`config.mk`:
```
export PLATFORM = sky130hd
export DESIGN_NAME = psk31_varicode_transmitter_core
export DESIGN_NICKNAME = d
export VERILOG_FILES = /design/src/design/psk31vt_pkg.sv /design/src/design/psk31vt_msg_mem.sv /design/src/design/psk31vt_ctrl.sv /design/src/design/psk31_varicode_transmitter_core.sv
export SDC_FILE = /design/constraint.sdc
export NUM_CORES = 1
export LEC_CHECK = 0
export ABC_AREA = 1
export BUFFER_PORTS_ARGS = -buffer_cell sky130_fd_sc_hd__buf_2
export CAP_MARGIN = 25
export CORE_MARGIN = 3
export CORE_UTILIZATION = 40
export CTS_CLUSTER_SIZE = 10
export DETAILED_ROUTE_END_ITERATION = 8
export PLACE_DENSITY_LB_ADDON = 0.15
export SYNTH_ARGS = -nofsm -noshare
export SYNTH_HDL_FRONTEND = slang
export SYNTH_SLANG_ARGS = --single-unit
```
`constraint.sdc`:
```
create_clock -name aclk -period 2.8 [get_ports aclk]
set_clock_uncertainty 0.1 [all_clocks]
set_input_delay 0.56 -clock aclk [delete_from_list [all_inputs] [get_ports aclk]]
set_output_delay 0.56 -clock aclk [all_outputs]
set_load 0.01 [all_outputs]
```
`src/design/psk31vt_pkg.sv`:
```
// Shared types, constants and the varicode table for the PSK31 varicode transmitter.
package psk31vt_pkg;

    localparam int MSG_DEPTH_DEFAULT = 64;

    localparam int CFG_IDX_W = 2;
    localparam logic [CFG_IDX_W-1:0] CFG_SYMBOL_TICKS       = 2'd0;
    localparam logic [CFG_IDX_W-1:0] CFG_PREAMBLE_REVERSALS = 2'd1;

    localparam logic [7:0] SYMBOL_TICKS_RST = 8'd32;
    localparam logic [7:0] PREAMBLE_RST     = 8'd8;

    localparam logic OP_TICK = 1'b0;
    localparam logic OP_PUSH = 1'b1;

    localparam logic [1:0] STATUS_OK   = 2'd0;
    localparam logic [1:0] STATUS_BUSY = 2'd1;
    localparam logic [1:0] STATUS_FULL = 2'd2;

    // code sent for characters above 127 (space)
    localparam logic [9:0] VC_SPACE = 10'h001;

    typedef enum logic [6:0] {
        ST_DONE     = 7'b0000001,
        ST_INIT     = 7'b0000010,
        ST_PREAMBLE = 7'b0000100,
        ST_SPACE0   = 7'b0001000,
        ST_SPACE1   = 7'b0010000,
        ST_FETCH    = 7'b0100000,
        ST_BITS     = 7'b1000000
    } state_t;

    typedef struct packed {
        logic       phase_bit;
        logic       tx_enable;
        logic       busy;
        logic [1:0] push_status;
    } result_t;

    typedef struct packed {
        logic       en;
        logic [7:0] data;
    } mem_wr_t;

    localparam logic [9:0] VC_TABLE [128] = '{
        10'h355, 10'h36d, 10'h2dd, 10'h3bb, 10'h35d, 10'h3eb, 10'h3dd, 10'h2fd,
        10'h3fd, 10'h0f7, 10'h017, 10'h3db, 10'h2ed, 10'h01f, 10'h2bb, 10'h357,
        10'h3bd, 10'h2bd, 10'h2d7, 10'h3d7, 10'h36b, 10'h35b, 10'h2db, 10'h3ab,
        10'h37b, 10'h2fb, 10'h3b7, 10'h2ab, 10'h2eb, 10'h377, 10'h37d, 10'h3fb,
        10'h001, 10'h1ff, 10'h1f5, 10'h15f, 10'h1b7, 10'h2ad, 10'h375, 10'h1fd,
        10'h0df, 10'h0ef, 10'h1ed, 10'h1f7, 10'h057, 10'h02b, 10'h075, 10'h1eb,
        10'h0ed, 10'h0bd, 10'h0b7, 10'h0ff, 10'h1dd, 10'h1b5, 10'h1ad, 10'h16b,
        10'h1ab, 10'h1db, 10'h0af, 10'h17b, 10'h16f, 10'h055, 10'h1d7, 10'h3d5,
        10'h2f5, 10'h05f, 10'h0d7, 10'h0b5, 10'h0ad, 10'h077, 10'h0db, 10'h0bf,
        10'h155, 10'h07f, 10'h17f, 10'h17d, 10'h0eb, 10'h0dd, 10'h0bb, 10'h0d5,
        10'h0ab, 10'h177, 10'h0f5, 10'h07b, 10'h05b, 10'h1d5, 10'h15b, 10'h175,
        10'h15d, 10'h1bd, 10'h2d5, 10'h1df, 10'h1ef, 10'h1bf, 10'h3f5, 10'h16d,
        10'h3ed, 10'h00d, 10'h07d, 10'h03d, 10'h02d, 10'h003, 10'h02f, 10'h06d,
        10'h035, 10'h00b, 10'h1af, 10'h0fd, 10'h01b, 10'h037, 10'h00f, 10'h007,
        10'h03f, 10'h1fb, 10'h015, 10'h01d, 10'h005, 10'h03b, 10'h06f, 10'h06b,
        10'h0fb, 10'h05d, 10'h157, 10'h3b5, 10'h1bb, 10'h2b5, 10'h3ad, 10'h2b7
    };

endpackage

```
`src/design/psk31vt_msg_mem.sv`:
```
// Message buffer: one write port, one registered read port.
module psk31vt_msg_mem #(
    parameter int MSG_DEPTH = psk31vt_pkg::MSG_DEPTH_DEFAULT,
    localparam int AW = (MSG_DEPTH > 1) ? $clog2(MSG_DEPTH) : 1
) (
    input  logic                 aclk,
    input  psk31vt_pkg::mem_wr_t wr,
    input  logic [AW-1:0]        wr_addr,
    input  logic [AW-1:0]        rd_addr,
    output logic [7:0]           rd_data
);

    logic [7:0] mem [MSG_DEPTH];
    logic [7:0] rd_data_reg;

    always_ff @(posedge aclk) begin
        if (wr.en) begin
            mem[wr_addr] <= wr.data;
        end
    end

    // read runs every cycle so the entry at the read pointer is always fresh
    always_ff @(posedge aclk) begin
        rd_data_reg <= mem[rd_addr];
    end

    assign rd_data = rd_data_reg;

endmodule

```
`src/design/psk31vt_ctrl.sv`:
```
// Send sequencer: tick and push handling, symbol timing and varicode shifting.
module psk31vt_ctrl #(
    parameter int MSG_DEPTH = psk31vt_pkg::MSG_DEPTH_DEFAULT,
    localparam int AW = (MSG_DEPTH > 1) ? $clog2(MSG_DEPTH) : 1,
    localparam int IW = $clog2(MSG_DEPTH + 1)
) (
    input  logic                 aclk,
    input  logic                 aresetn,
    input  logic                 item_en,
    input  logic                 op,
    input  logic [7:0]           char_code,
    input  logic                 char_last,
    input  logic [7:0]           symbol_ticks,
    input  logic [7:0]           preamble_reversals,
    input  logic [7:0]           rd_data,
    output psk31vt_pkg::mem_wr_t mem_wr,
    output logic [AW-1:0]        wr_addr,
    output logic [AW-1:0]        rd_addr,
    output psk31vt_pkg::result_t res
);

    localparam logic [IW-1:0] DEPTH_IDX = IW'(MSG_DEPTH);

    psk31vt_pkg::state_t state_reg, state_next;
    logic [7:0]    timer_reg, timer_next;
    logic [7:0]    pcount_reg, pcount_next;
    logic [9:0]    code_reg, code_next;
    logic          phase_reg, phase_next;
    logic          tx_reg, tx_next;
    logic [IW-1:0] wr_idx_reg, wr_idx_next;
    logic [IW-1:0] rd_idx_reg, rd_idx_next;
    logic [1:0]    status;
    logic [7:0]    fetch_ch;
    logic [7:0]    pcount_dec;

    always_comb begin
        state_next  = state_reg;
        timer_next  = timer_reg;
        pcount_next = pcount_reg;
        code_next   = code_reg;
        phase_next  = phase_reg;
        tx_next     = tx_reg;
        wr_idx_next = wr_idx_reg;
        rd_idx_next = rd_idx_reg;
        status      = psk31vt_pkg::STATUS_OK;
        mem_wr.en   = 1'b0;
        mem_wr.data = char_code;
        fetch_ch    = (rd_idx_reg < wr_idx_reg) ? rd_data : 8'd0;
        pcount_dec  = pcount_reg - 8'd1;

        if (item_en && op == psk31vt_pkg::OP_PUSH) begin
            if (state_reg != psk31vt_pkg::ST_DONE) begin
                status = psk31vt_pkg::STATUS_BUSY;
            end else begin
                if (wr_idx_reg >= DEPTH_IDX) begin
                    status = psk31vt_pkg::STATUS_FULL;
                end else begin
                    mem_wr.en   = 1'b1;
                    wr_idx_next = wr_idx_reg + IW'(1);
                end
                if (char_last) begin
                    rd_idx_next = '0;
                    timer_next  = 8'd0;
                    state_next  = psk31vt_pkg::ST_INIT;
                end
            end
        end else if (item_en && state_reg != psk31vt_pkg::ST_DONE) begin
            if (timer_reg != 8'd0) begin
                timer_next = timer_reg - 8'd1;
            end else begin
                case (state_reg)
                    psk31vt_pkg::ST_INIT: begin
                        pcount_next = preamble_reversals;
                        tx_next     = 1'b1;
                        state_next  = psk31vt_pkg::ST_PREAMBLE;
                    end
                    psk31vt_pkg::ST_PREAMBLE: begin
                        pcount_next = pcount_dec;
                        if (pcount_dec == 8'd0) begin
                            state_next = psk31vt_pkg::ST_SPACE0;
                        end
                        phase_next = ~phase_reg;
                        timer_next = symbol_ticks;
                    end
                    psk31vt_pkg::ST_SPACE0: begin
                        phase_next = ~phase_reg;
                        timer_next = symbol_ticks;
                        state_next = psk31vt_pkg::ST_SPACE1;
                    end
                    psk31vt_pkg::ST_SPACE1: begin
                        phase_next = ~phase_reg;
                        timer_next = symbol_ticks - 8'd1;
                        state_next = psk31vt_pkg::ST_FETCH;
                    end
                    psk31vt_pkg::ST_FETCH: begin
                        if (fetch_ch == 8'd0) begin
                            tx_next     = 1'b0;
                            state_next  = psk31vt_pkg::ST_DONE;
                            wr_idx_next = '0;
                            rd_idx_next = '0;
                        end else begin
                            code_next  = fetch_ch[7] ? psk31vt_pkg::VC_SPACE
                                                     : psk31vt_pkg::VC_TABLE[fetch_ch[6:0]];
                            state_next = psk31vt_pkg::ST_BITS;
                        end
                    end
                    psk31vt_pkg::ST_BITS: begin
                        timer_next = symbol_ticks;
                        if (code_reg == 10'd0) begin
                            // character done: first of the two gap reversals
                            phase_next  = ~phase_reg;
                            rd_idx_next = rd_idx_reg + IW'(1);
                            state_next  = psk31vt_pkg::ST_SPACE1;
                        end else begin
                            if (!code_reg[0]) begin
                                phase_next = ~phase_reg;
                            end
                            code_next = code_reg >> 1;
                        end
                    end
                    default: begin
                        state_next = psk31vt_pkg::ST_DONE;
                        tx_next    = 1'b0;
                    end
                endcase
            end
        end
    end

    always_ff @(posedge aclk) begin
        if (!aresetn) begin
            state_reg  <= psk31vt_pkg::ST_DONE;
            timer_reg  <= 8'd0;
            pcount_reg <= 8'd0;
            code_reg   <= 10'd0;
            phase_reg  <= 1'b0;
            tx_reg     <= 1'b0;
            wr_idx_reg <= '0;
            rd_idx_reg <= '0;
        end else begin
            state_reg  <= state_next;
            timer_reg  <= timer_next;
            pcount_reg <= pcount_next;
            code_reg   <= code_next;
            phase_reg  <= phase_next;
            tx_reg     <= tx_next;
            wr_idx_reg <= wr_idx_next;
            rd_idx_reg <= rd_idx_next;
        end
    end

    assign wr_addr = wr_idx_reg[AW-1:0];
    assign rd_addr = (rd_idx_reg < DEPTH_IDX) ? rd_idx_reg[AW-1:0] : '0;

    assign res.phase_bit   = phase_next;
    assign res.tx_enable   = tx_next;
    assign res.busy        = (state_next != psk31vt_pkg::ST_DONE);
    assign res.push_status = status;

endmodule

```
`src/design/psk31_varicode_transmitter_core.sv`:
```
// Top level of the PSK31 varicode transmitter: handshakes, registers, result register.
//
// Input channel (s_valid/s_ready): each item is either a 1 ms tick (s_op = 0)
// or a message character push (s_op = 1, s_char_code, s_char_last). While
// idle, pushes fill the message buffer; a push with s_char_last starts a send.
// Result channel (m_valid/m_ready): exactly one result per input item, giving
// the carrier phase, transmit enable, busy flag and push status after that
// item has been applied.
// The result of an item accepted at one edge is registered and is valid after
// that edge. Throughput is one item per cycle while the receiver takes results,
// limited by the single result register; the message buffer is read through a
// registered port that tracks the read pointer every cycle.
// When the receiver stalls, the result register holds its item and s_ready
// drops until that item is taken; no item is lost.
// Configuration (cfg_valid/cfg_ready, cfg_index, cfg_data) is always ready;
// index 0 is symbol_ticks, index 1 is preamble_reversals, others are ignored.
// Reset (aresetn low, synchronous) returns the sequencer to idle, empties the
// buffer, clears the phase and loads the default register values.
module psk31_varicode_transmitter_core #(
    parameter int MSG_DEPTH = psk31vt_pkg::MSG_DEPTH_DEFAULT
) (
    input  logic                              aclk,
    input  logic                              aresetn,
    input  logic                              s_valid,
    output logic                              s_ready,
    input  logic                              s_op,
    input  logic [7:0]                        s_char_code,
    input  logic                              s_char_last,
    output logic                              m_valid,
    input  logic                              m_ready,
    output logic                              m_phase_bit,
    output logic                              m_tx_enable,
    output logic                              m_busy_res,
    output logic [1:0]                        m_push_status,
    input  logic                              cfg_valid,
    output logic                              cfg_ready,
    input  logic [psk31vt_pkg::CFG_IDX_W-1:0] cfg_index,
    input  logic [7:0]                        cfg_data
);

    localparam int AW = (MSG_DEPTH > 1) ? $clog2(MSG_DEPTH) : 1;

    logic [7:0]           symbol_ticks_reg;
    logic [7:0]           preamble_reg;
    logic                 m_valid_reg;
    psk31vt_pkg::result_t res_reg;
    psk31vt_pkg::result_t res;
    psk31vt_pkg::mem_wr_t mem_wr;
    logic [AW-1:0]        wr_addr;
    logic [AW-1:0]        rd_addr;
    logic [7:0]           rd_data;
    logic                 item_en;

    assign s_ready   = !m_valid_reg || m_ready;
    assign item_en   = s_valid && s_ready;
    assign cfg_ready = 1'b1;

    always_ff @(posedge aclk) begin
        if (!aresetn) begin
            symbol_ticks_reg <= psk31vt_pkg::SYMBOL_TICKS_RST;
            preamble_reg     <= psk31vt_pkg::PREAMBLE_RST;
        end else if (cfg_valid) begin
            if (cfg_index == psk31vt_pkg::CFG_SYMBOL_TICKS) begin
                symbol_ticks_reg <= cfg_data;
            end else if (cfg_index == psk31vt_pkg::CFG_PREAMBLE_REVERSALS) begin
                preamble_reg <= cfg_data;
            end
        end
    end

    psk31vt_ctrl #(
        .MSG_DEPTH(MSG_DEPTH)
    ) u_ctrl (
        .aclk              (aclk),
        .aresetn           (aresetn),
        .item_en           (item_en),
        .op                (s_op),
        .char_code         (s_char_code),
        .char_last         (s_char_last),
        .symbol_ticks      (symbol_ticks_reg),
        .preamble_reversals(preamble_reg),
        .rd_data           (rd_data),
        .mem_wr            (mem_wr),
        .wr_addr           (wr_addr),
        .rd_addr           (rd_addr),
        .res               (res)
    );

    psk31vt_msg_mem #(
        .MSG_DEPTH(MSG_DEPTH)
    ) u_msg_mem (
        .aclk   (aclk),
        .wr     (mem_wr),
        .wr_addr(wr_addr),
        .rd_addr(rd_addr),
        .rd_data(rd_data)
    );

    always_ff @(posedge aclk) begin
        if (!aresetn) begin
            m_valid_reg <= 1'b0;
        end else if (item_en) begin
            m_valid_reg <= 1'b1;
        end else if (m_ready) begin
            m_valid_reg <= 1'b0;
        end
    end

    always_ff @(posedge aclk) begin
        if (item_en) begin
            res_reg <= res;
        end
    end

    assign m_valid       = m_valid_reg;
    assign m_phase_bit   = res_reg.phase_bit;
    assign m_tx_enable   = res_reg.tx_enable;
    assign m_busy_res    = res_reg.busy;
    assign m_push_status = res_reg.push_status;

    // transmitter is only keyed during a send
    a_tx_implies_busy: assert property (
        @(posedge aclk) disable iff (!aresetn)
        m_valid_reg && res_reg.tx_enable |-> res_reg.busy
    ) else $error("tx_enable without busy");

    // a push rejected as busy leaves the send running
    a_busy_reject: assert property (
        @(posedge aclk) disable iff (!aresetn)
        m_valid_reg && res_reg.push_status == psk31vt_pkg::STATUS_BUSY |-> res_reg.busy
    ) else $error("busy rejection while idle");

    // the buffer is written only by an accepted push
    a_write_on_push: assert property (
        @(posedge aclk) disable iff (!aresetn)
        mem_wr.en |-> item_en && s_op == psk31vt_pkg::OP_PUSH
    ) else $error("buffer write without push");

endmodule

```
==> results of run 1 <==
==> logic make-up (layout without fill, tap and decap cells) <==
family / after synthesis / in the layout / share of synthesized area, %
AO/OA/AOI/OAI: 489 / 489 / 12.93
XOR/XNOR: 20 / 20 / 0.6567
adder cells (fa/ha/maj): 21 / 21 / 0.9850
buffers and inverters: 249 / 465 / 3.766
flip-flops: 591 / 591 / 63.75
other: 1 / 1 / 0.01406
AND/OR/NAND/NOR: 1058 / 1059 / 17.90
==> critical path, delay by kind of cell, from the launching register on <==
| kind | cells | cell delay (ns) |
|---|---|---|
| simple gates | 5 | 0.76 |
| buf+inv | 4 | 0.72 |
| flops | 1 | 0.34 |
| compound gates | 2 | 0.77 |
==> report_power, final <==
part           internal [W]  leakage (nW)  switching, W  total (W)
registers           0.00963          5.26     0.0000516    0.00968
logic              0.000492          4.50       0.00104    0.00153
clock network       0.00484          1.01       0.00354    0.00838
total                0.0150          10.8       0.00463     0.0196
==> cell type report <==
type / count / area share (%)
clock buffer: 93 / 6.077
clock inverter: 11 / 0.4883
inverter: 103 / 1.260
multi-input combinational: 1590 / 28.37
sequential: 591 / 53.55
tap: 864 / 3.403
timing repair buffer: 258 / 6.853
==> worst paths after layout <==
kind	startpoint	to	slack (ns)	cells past startpoint
worst max-delay path	u_ctrl.rd_idx_reg[6]$_SDFFE_PN0P_	u_msg_mem.rd_data[4]$_DFF_P_	0.02	11
worst min-delay path	cfg_data[3]	preamble_reg[3]$_SDFFE_PN1P_	0.08	3
worst max register to register	u_ctrl.rd_idx_reg[6]$_SDFFE_PN0P_	u_msg_mem.rd_data[4]$_DFF_P_	0.02	11
worst min register to register	preamble_reg[0]$_SDFFE_PN0P_	preamble_reg[0]$_SDFFE_PN0P_	0.37	2
==> cell usage after synthesis, types with 64 or more instances <==
master      n
nand2_1   266
or2_2     131
o31ai_1    65
inv_1      95
o311ai_0   64
dfxtp_1    74
o211ai_1  200
nand3_1   151
nor2_1    426
edfxtp_1  517
clkbuf_1   98
a21oi_1    82
==> through the flow <==
| stage | area, µm² | hold slack [ns] |
|---|---|---|
| 2_1_floorplan | 26690 | 0.3300 |
| 3_3_place_gp | 29190 | 0.3485 |
| 3_5_place_dp | 29190 | 0.3580 |
| 5_1_grt | 31770 | 0.07315 |
| 4_1_cts | 31290 | 0.05405 |
| 6_report | 31770 | 0.08278 |
==> layer usage <==
metal  routed length (µm)  vias to the layer above  GRT usage (%)
li1                     -                     9199              -
met5                    0                        -              0
met1                33960                     9539          30.43
met3                 4271                      145          3.055
met2                35850                      610          34.48
met4                 2578                        0          7.350
==> what timing repair did <==
item / 4_1_cts / 5_1_grt
resized for setup: 6 / 89
cloned: 0 / 2
pin swaps: 2 / 32
setup buffers: 0 / 14
endpoints found under the setup margin: 4 / 31
==> out/results.txt, run 1 <==
Status: completed
RSZ-0062 raised after global routing: yes
FF+latch count, synth: 591
Critical path's largest stage delay: 0.52 ns
Worst-Skew Late Latency: 0.62 ns
Area occupied by multi-input gates: 9014 µm²
Fin crit period: 2.780 ns
Period utilization: 99.30%
Max-slew violation count: 0
DRT iter0 DRCs: 1,816
Post-synth top area cell: edfxtp_1
Post-synth EDFFs: 517
TNS Setup: 0 ns
Row cnt: 94
Placed insts: 3,390
H-tree depth: 3
Worst Hold Class: input port to flip-flop
Slew headroom: 50.17%
Setup WS pre-CTS: -0.06392 ns
Most frequent cells in the layout: edfxtp_1, nor2_1, nand2_1
Crit-path cells: buf_4 > inv_1 > nand2_8 > inv_6 > buf_12 > nor2_1 > o311ai_0 > o211ai_1 > nand3_1 > nand3_1 > nand2_1
DR WL/cell: 21.84 µm
Synth top area cells: edfxtp_1, nor2_1, o211ai_1, dfxtp_1, nand2_1
Num CTS Buffers: 71
Cell area after synthesis: 26,680 µm²
Max-Cap Viols: 0
Num Clock Sinks: 591
Post-synth net total: 2,475
Worst-path clk slew: 0.06 ns
Grt total ovfl: 0
Max Freq: 0.3596 GHz
Final setup violation count: 0
Port bufs: 31
Via count: 19,490
# diodes: 0
CP Capture Type: flip-flop
Power per cell area: 616.7 nW/µm²
Least-Margin Pin Slew: 0.7396 ns
Critical path peak fanout: 33
Synth top area share: 58.20%
Util after Layout: 48.24%
Post-DP HPWL: 48,370 µm
Synth cell types: 55
Commonest non-fill, non-tap cell in the layout: edfxtp_1
Startpoint Class: flip-flop
CTS tree: done
Layout area overhead: 19.10%
Crit Path Class: flip-flop to flip-flop
Layout Cells excl Fill: 3,510
Largest net degree at the start of global routing: 104
Final worst slack: 0.01951 ns
Maximum vdd drop: 0.0004613 V
Die W: 264.2 µm
Cell count after synthesis: 2,429
Final GP Congestion: 0.8650
Core area: 65,860 µm²
CP arrival: 3.20 ns
Leakage: 10.77 nW
Die height: 264.2 µm
Yosys Warn Count: 0
Initial antenna violation count: 0
Root buf cell: clkbuf_16
Clk buf depth: 3
Ports: 33
# hold bufs at CTS: 0
Avg Inst Size Synth: 10.98 µm²
Final wirelength: 76,650 µm
Filler cell count: 5,992
Hold Vio Cnt, Final: 0
Total track usage: 21.61%
First-pass GRT wire length: 117,200 µm
DRC Markers: 0
Power Total: 0.01959 W
Register area: 17,010 µm²
Worst path most repeated cell: nand3_1
Crit-path slowest cell: o311ai_0
DR vias/cell: 5.554
DRT antenna net count: 0
Total Nets Final: 2,661
Initial core utilization: 40.50%
Seq/Total Area, Yosys: 63.75%
Largest register FFs: 512
Die Area: 69,820 µm²
Layout cells sized above 1: 21.81%
Worst Path Required: 3.22 ns
Number of global-route vias before repair: 19,280
FFs w/ async S/R, synth: 0%
Top_reg_cell synth: edfxtp_1
TritonRoute pass-1 iters: 5
Note: power is estimated with default switching activity, not from simulation.
==> run 2, diff against run 1 <==
--- a/config.mk
+++ b/config.mk
@@ -6,7 +6,7 @@
 export NUM_CORES = 1
 export LEC_CHECK = 0
 export ABC_AREA = 1
-export BUFFER_PORTS_ARGS = -buffer_cell sky130_fd_sc_hd__buf_2
+export BUFFER_PORTS_ARGS = -buffer_cell sky130_fd_sc_hd__buf_4
 export CAP_MARGIN = 25
 export CORE_MARGIN = 3
 export CORE_UTILIZATION = 40
==> out/results.txt, run 2 (synthesized netlist as in run 1, its figures left out) <==
H-tree depth: 3
Leakage: 10.75 nW
Filler cell count: 5,980
Core area: 65,860 µm²
DR vias/cell: 5.595
Least-Margin Pin Slew: 0.8594 ns
Port bufs: 31
Hold Path Sink: preamble_reg[3]$_SDFFE_PN1P_
Fin crit period: 2.760 ns
Worst Hold Class: input port to flip-flop
FF-to-FF End: u_msg_mem.rd_data[7]$_DFF_P_
First-pass GRT wire length: 117,100 µm
Startpoint Class: flip-flop
Post-DP HPWL: 47,540 µm
Die W: 264.2 µm
Register area: 17,010 µm²
Period utilization: 98.57%
CP arrival: 3.11 ns
Worst r2r src: u_ctrl.rd_idx_reg[6]$_SDFFE_PN0P_
DRT antenna net count: 0
Initial core utilization: 40.50%
# diodes: 0
CTS tree: done
WHS: 0.08205 ns
Maximum vdd drop: 0.0005997 V
Reg2Reg Setup Slack: 0.04 ns
Root buf cell: clkbuf_16
Num Clock Sinks: 591
Setup WS pre-CTS: -0.07596 ns
DR WL/cell: 21.76 µm
Number of global-route vias before repair: 19,190
Ports: 33
Layout cells sized above 1: 21.15%
Worst-path clk slew: 0.05 ns
Critical path peak fanout: 36
Area occupied by multi-input gates: 9021 µm²
Busiest layer in global routing: met2
DRT iter0 DRCs: 1,938
Final wirelength: 76,080 µm
Num CTS Buffers: 72
Max Freq: 0.3623 GHz
Total Nets Final: 2,644
Worst Path Required: 3.15 ns
Via count: 19,570
Layout Cells excl Fill: 3,497
TritonRoute pass-1 iters: 6
Global routing usage on met2: 35.47%
Initial antenna violation count: 0
# hold bufs at CTS: 0
Die Area: 69,820 µm²
Crit Path Class: flip-flop to flip-flop
Hold_sp: cfg_data[3]
Largest net degree at the start of global routing: 77
Final setup violation count: 0
Hold path cells: 3
Worst-case reg-to-reg path depth: 11
Slew headroom: 42.71%
Layout area overhead: 19.22%
Clk buf depth: 3
Commonest non-fill, non-tap cell in the layout: edfxtp_1
Grt total ovfl: 0
Largest register FFs: 512
Power Total: 0.01980 W
Total track usage: 21.55%
Placed insts: 3,380
DRC Markers: 0
Final GP Congestion: 0.9353
Met1 Use GR: 29.82%
Row cnt: 94
TNS Setup: 0 ns
Die height: 264.2 µm
GR Layer Usage met3: 2.859%
Max-Cap Viols: 0
Most frequent cells in the layout: edfxtp_1, nor2_1, nand2_1
Power per cell area: 622.5 nW/µm²
Worst-Skew Late Latency: 0.62 ns
Status: completed
Final worst slack: 0.04012 ns
Hold Vio Cnt, Final: 0
Max-slew violation count: 0
CP Capture Type: flip-flop
## run 2: metrics by stage
step | util, % | cell area (µm²)
final | 48.28 | 31800
after global placement | 44.35 | 29210
after floorplan | - | 26690
after global routing | 48.28 | 31800
after CTS | 47.64 | 31380
after detailed placement | 44.35 | 29210
## run 2: area by class of cell
type	count	area share, %
clock buffer	98	6.165
clock inverter	11	0.6138
inverter	103	1.290
multi-input combinational	1589	28.37
sequential	591	53.50
tap	864	3.399
timing repair buffer	241	6.669
## run 2: worst max-delay path by stage
stage                     cells after the start                         endpoint                               from  slack [ns]
after floorplan                              11    u_msg_mem.mem[0][0]$_DFFE_PP_                            m_ready       0.003
after detailed placement                     17  u_ctrl.code_reg[6]$_SDFFE_PN0P_  u_ctrl.wr_idx_reg[2]$_SDFFE_PN0P_       -0.08
after CTS                                    17  u_ctrl.code_reg[9]$_SDFFE_PN0P_  u_ctrl.wr_idx_reg[2]$_SDFFE_PN0P_       0.003
after global placement                       17  u_ctrl.code_reg[6]$_SDFFE_PN0P_  u_ctrl.wr_idx_reg[2]$_SDFFE_PN0P_       -0.08
after global routing                         17  u_ctrl.code_reg[6]$_SDFFE_PN0P_  u_ctrl.wr_idx_reg[1]$_SDFFE_PN0P_       -0.04
final                                        11     u_msg_mem.rd_data[7]$_DFF_P_  u_ctrl.rd_idx_reg[6]$_SDFFE_PN0P_        0.04
## run 2: power breakdown
| part | total [W] | internal [W] | switching [W] | leakage (nW) |
|---|---|---|---|---|
| clock network | 0.00858 | 0.00508 | 0.00350 | 1.04 |
| logic | 0.00153 | 0.000494 | 0.00103 | 4.45 |
| registers | 0.00969 | 0.00963 | 0.0000556 | 5.26 |
| total | 0.0198 | 0.0152 | 0.00459 | 10.7 |
## run 2: critical path, cell delays in order (launching register included)
cell and delay, ns:
dfxtp_1 0.39, buf_4 0.20, inv_1 0.13, nand2_8 0.20, clkinv_8 0.17, buf_12 0.21, o211ai_1 0.30, o31ai_1 0.13
o211ai_1 0.29, nand3_1 0.18, nand3_1 0.20, nand2_1 0.11
## run 2: what timing repair did
action,in CTS,in global routing
setup buffers,0,8
endpoints found under the setup margin,8,49
gates resized for setup,6,86
pin swaps,0,20
## run 2: metal layers
layer  wire length (µm)  part of all wire [%]
met5                  0                     0
met4               2195                   2.9
met3               3709                   4.9
met2              36350                    48
met1              33830                    44
==> run 3, diff against run 2 <==
--- a/config.mk
+++ b/config.mk
@@ -9,7 +9,7 @@
 export BUFFER_PORTS_ARGS = -buffer_cell sky130_fd_sc_hd__buf_4
 export CAP_MARGIN = 25
 export CORE_MARGIN = 3
-export CORE_UTILIZATION = 40
+export CORE_UTILIZATION = 57
 export CTS_CLUSTER_SIZE = 10
 export DETAILED_ROUTE_END_ITERATION = 8
 export PLACE_DENSITY_LB_ADDON = 0.15
==> out/results.txt, run 3 (synthesized netlist as in run 1, its figures left out) <==
Ports: 33
Maximum vdd drop: 0.0007408 V
Highest routed layer: met4
Most frequent cells in the layout: edfxtp_1, nor2_1, nand2_1
Layout Cells excl Fill: 3,225
Grt total ovfl: 0
Least-Margin Pin Slew: 0.7753 ns
Worst-Skew Late Latency: 0.61 ns
WP depth: 17
Area occupied by multi-input gates: 8991 µm²
Register area: 17,020 µm²
Crit-path cells: inv_2 > ha_4 > nand2_2 > nor2_1 > nand2_4 > nand3_4 > inv_4 > ha_1 > inv_1 > nand4_1 > buf_4 > o21ai_0 > a21oi_1 > nand3_1 > nand2_1 > nand2_1 > a21oi_1
Total track usage: 28.15%
Reg2Reg Setup Slack: 0.08 ns
CP arrival: 3.07 ns
Worst r2r src: u_ctrl.wr_idx_reg[5]$_SDFFE_PN0P_
Commonest non-fill, non-tap cell in the layout: edfxtp_1
Hold path cells: 3
TritonRoute pass-1 iters: 5
Placed insts: 3,107
Met1 wire length: 28,980 µm
Worst Hold Class: input port to flip-flop
Final GP Congestion: 0.9283
Hold Vio Cnt, Final: 0
Port bufs: 31
Setup WS pre-CTS: -0.05292 ns
Critical path's largest stage delay: 0.33 ns
Worst Path Required: 3.16 ns
CTS tree: done
Power per cell area: 614.4 nW/µm²
Routed met3 length: 4805 µm
Crit Path Class: flip-flop to flip-flop
H-tree depth: 3
CP Capture Type: flip-flop
CP top delay family: simple AND/OR/NAND/NOR gates
Layout area overhead: 17.41%
DRT antenna net count: 0
Fin crit period: 2.717 ns
Period utilization: 97.05%
First-pass GRT wire length: 109,300 µm
Final wirelength: 70,630 µm
Root buf cell: clkbuf_16
Slew headroom: 48.31%
# hold bufs at CTS: 0
Final setup violation count: 0
Initial antenna violation count: 0
Max-slew violation count: 0
Die height: 222.3 µm
Max-Cap Viols: 0
Startpoint Class: flip-flop
FF-to-FF End: u_ctrl.code_reg[5]$_SDFFE_PN0P_
Layout cells sized above 1: 21.22%
Worst-path clk slew: 0.06 ns
Number of global-route vias before repair: 19,330
Filler cell count: 3,343
Initial core utilization: 58.28%
Leakage: 10.70 nW
DRT iter0 DRCs: 2,023
Status: completed
DR WL/cell: 21.90 µm
DR vias/cell: 6.145
DRC Markers: 0
Core area: 45,770 µm²
Critical path peak fanout: 4
Die W: 222.3 µm
Worst-case reg-to-reg path depth: 17
Largest net degree at the start of global routing: 85
Num CTS Buffers: 70
# diodes: 0
Post-DP HPWL: 43,880 µm
Die Area: 49,430 µm²
Total Nets Final: 2,646
Wire length on met2: 33,830 µm
Via count: 19,820
Crit-path slowest cell: dfxtp_2
Buf+Inv Stages, Crit Path: 4
Final worst slack: 0.08271 ns
Hold Path Sink: preamble_reg[3]$_SDFFE_PN1P_
Power Total: 0.01924 W
Row cnt: 78
Largest register FFs: 512
Hold_sp: cfg_data[3]
Num Clock Sinks: 591
Max Freq: 0.3680 GHz
Clk buf depth: 3
-- run 3: changes by cell type in the layout (fill, tap and decap cells not counted), moves of 3 or more --
cell      change
buf_6         +3
clkbuf_1      -5
clkinv_8      -3
dfxtp_1       -4
dfxtp_2       +4
ha_4          -3
nand3_1       +3
nand3_4       -3
nor2_2        -3
-- run 3: final cells by class --
class	instances	share of cell area, %
sequential	591	54.33
multi-input combinational	1591	28.71
tap	600	2.397
inverter	103	1.314
clock inverter	8	0.3995
timing repair buffer	243	6.895
clock buffer	89	5.952
-- run 3: worst max-delay path by stage --
stage,startpoint,end
final,u_ctrl.wr_idx_reg[5]$_SDFFE_PN0P_,u_ctrl.code_reg[5]$_SDFFE_PN0P_
after global routing,u_ctrl.wr_idx_reg[5]$_SDFFE_PN0P_,m_busy_res$_DFFE_PP_
after CTS,u_ctrl.wr_idx_reg[2]$_SDFFE_PN0P_,u_ctrl.code_reg[8]$_SDFFE_PN0P_
after detailed placement,u_ctrl.wr_idx_reg[6]$_SDFFE_PN0P_,u_ctrl.code_reg[1]$_SDFFE_PN0P_
after global placement,u_ctrl.wr_idx_reg[2]$_SDFFE_PN0P_,u_ctrl.code_reg[8]$_SDFFE_PN0P_
after floorplan,m_ready,u_msg_mem.mem[0][0]$_DFFE_PP_
-- run 3: per-stage QoR --
stage          setup TNS [ns]  util (%)  cell area, µm²  hold slack, ns
2_1_floorplan               0         -           26690          0.3300
3_3_place_gp          -0.1774     62.94           28810          0.3457
3_5_place_dp         -0.07818     62.97           28820          0.3469
4_1_cts                     0     67.41           30850         0.05678
5_1_grt               -0.1360     68.43           31320         0.08999
6_report                    0     68.43           31320         0.07735
-- run 3: tightest hold or removal path, stage by stage --
cell and delay [ns]:
buf_4 0.09, nand2_1 0.04, nand3_1 0.05
-- run 3: per-layer routing --
metal,GRT usage [%],vias to the layer above
li1,-,9199
met1,38.35,9661
met2,45.36,778
met3,4.743,179
met4,11.71,0
met5,0,-
-- run 3: what timing repair did --
item	4_1_cts	5_1_grt
cloned	0	3
buffers inserted	1	17
gates resized for setup	9	80
pin swaps	2	27
endpoints found under the setup margin	8	32
-- run 3: report_power, final --
part           switching, W  leakage [nW]  internal [W]
Clock               0.00334         0.966       0.00475
Combinational       0.00100          4.48      0.000472
Sequential        0.0000490          5.26       0.00964
Total               0.00438          10.7        0.0149
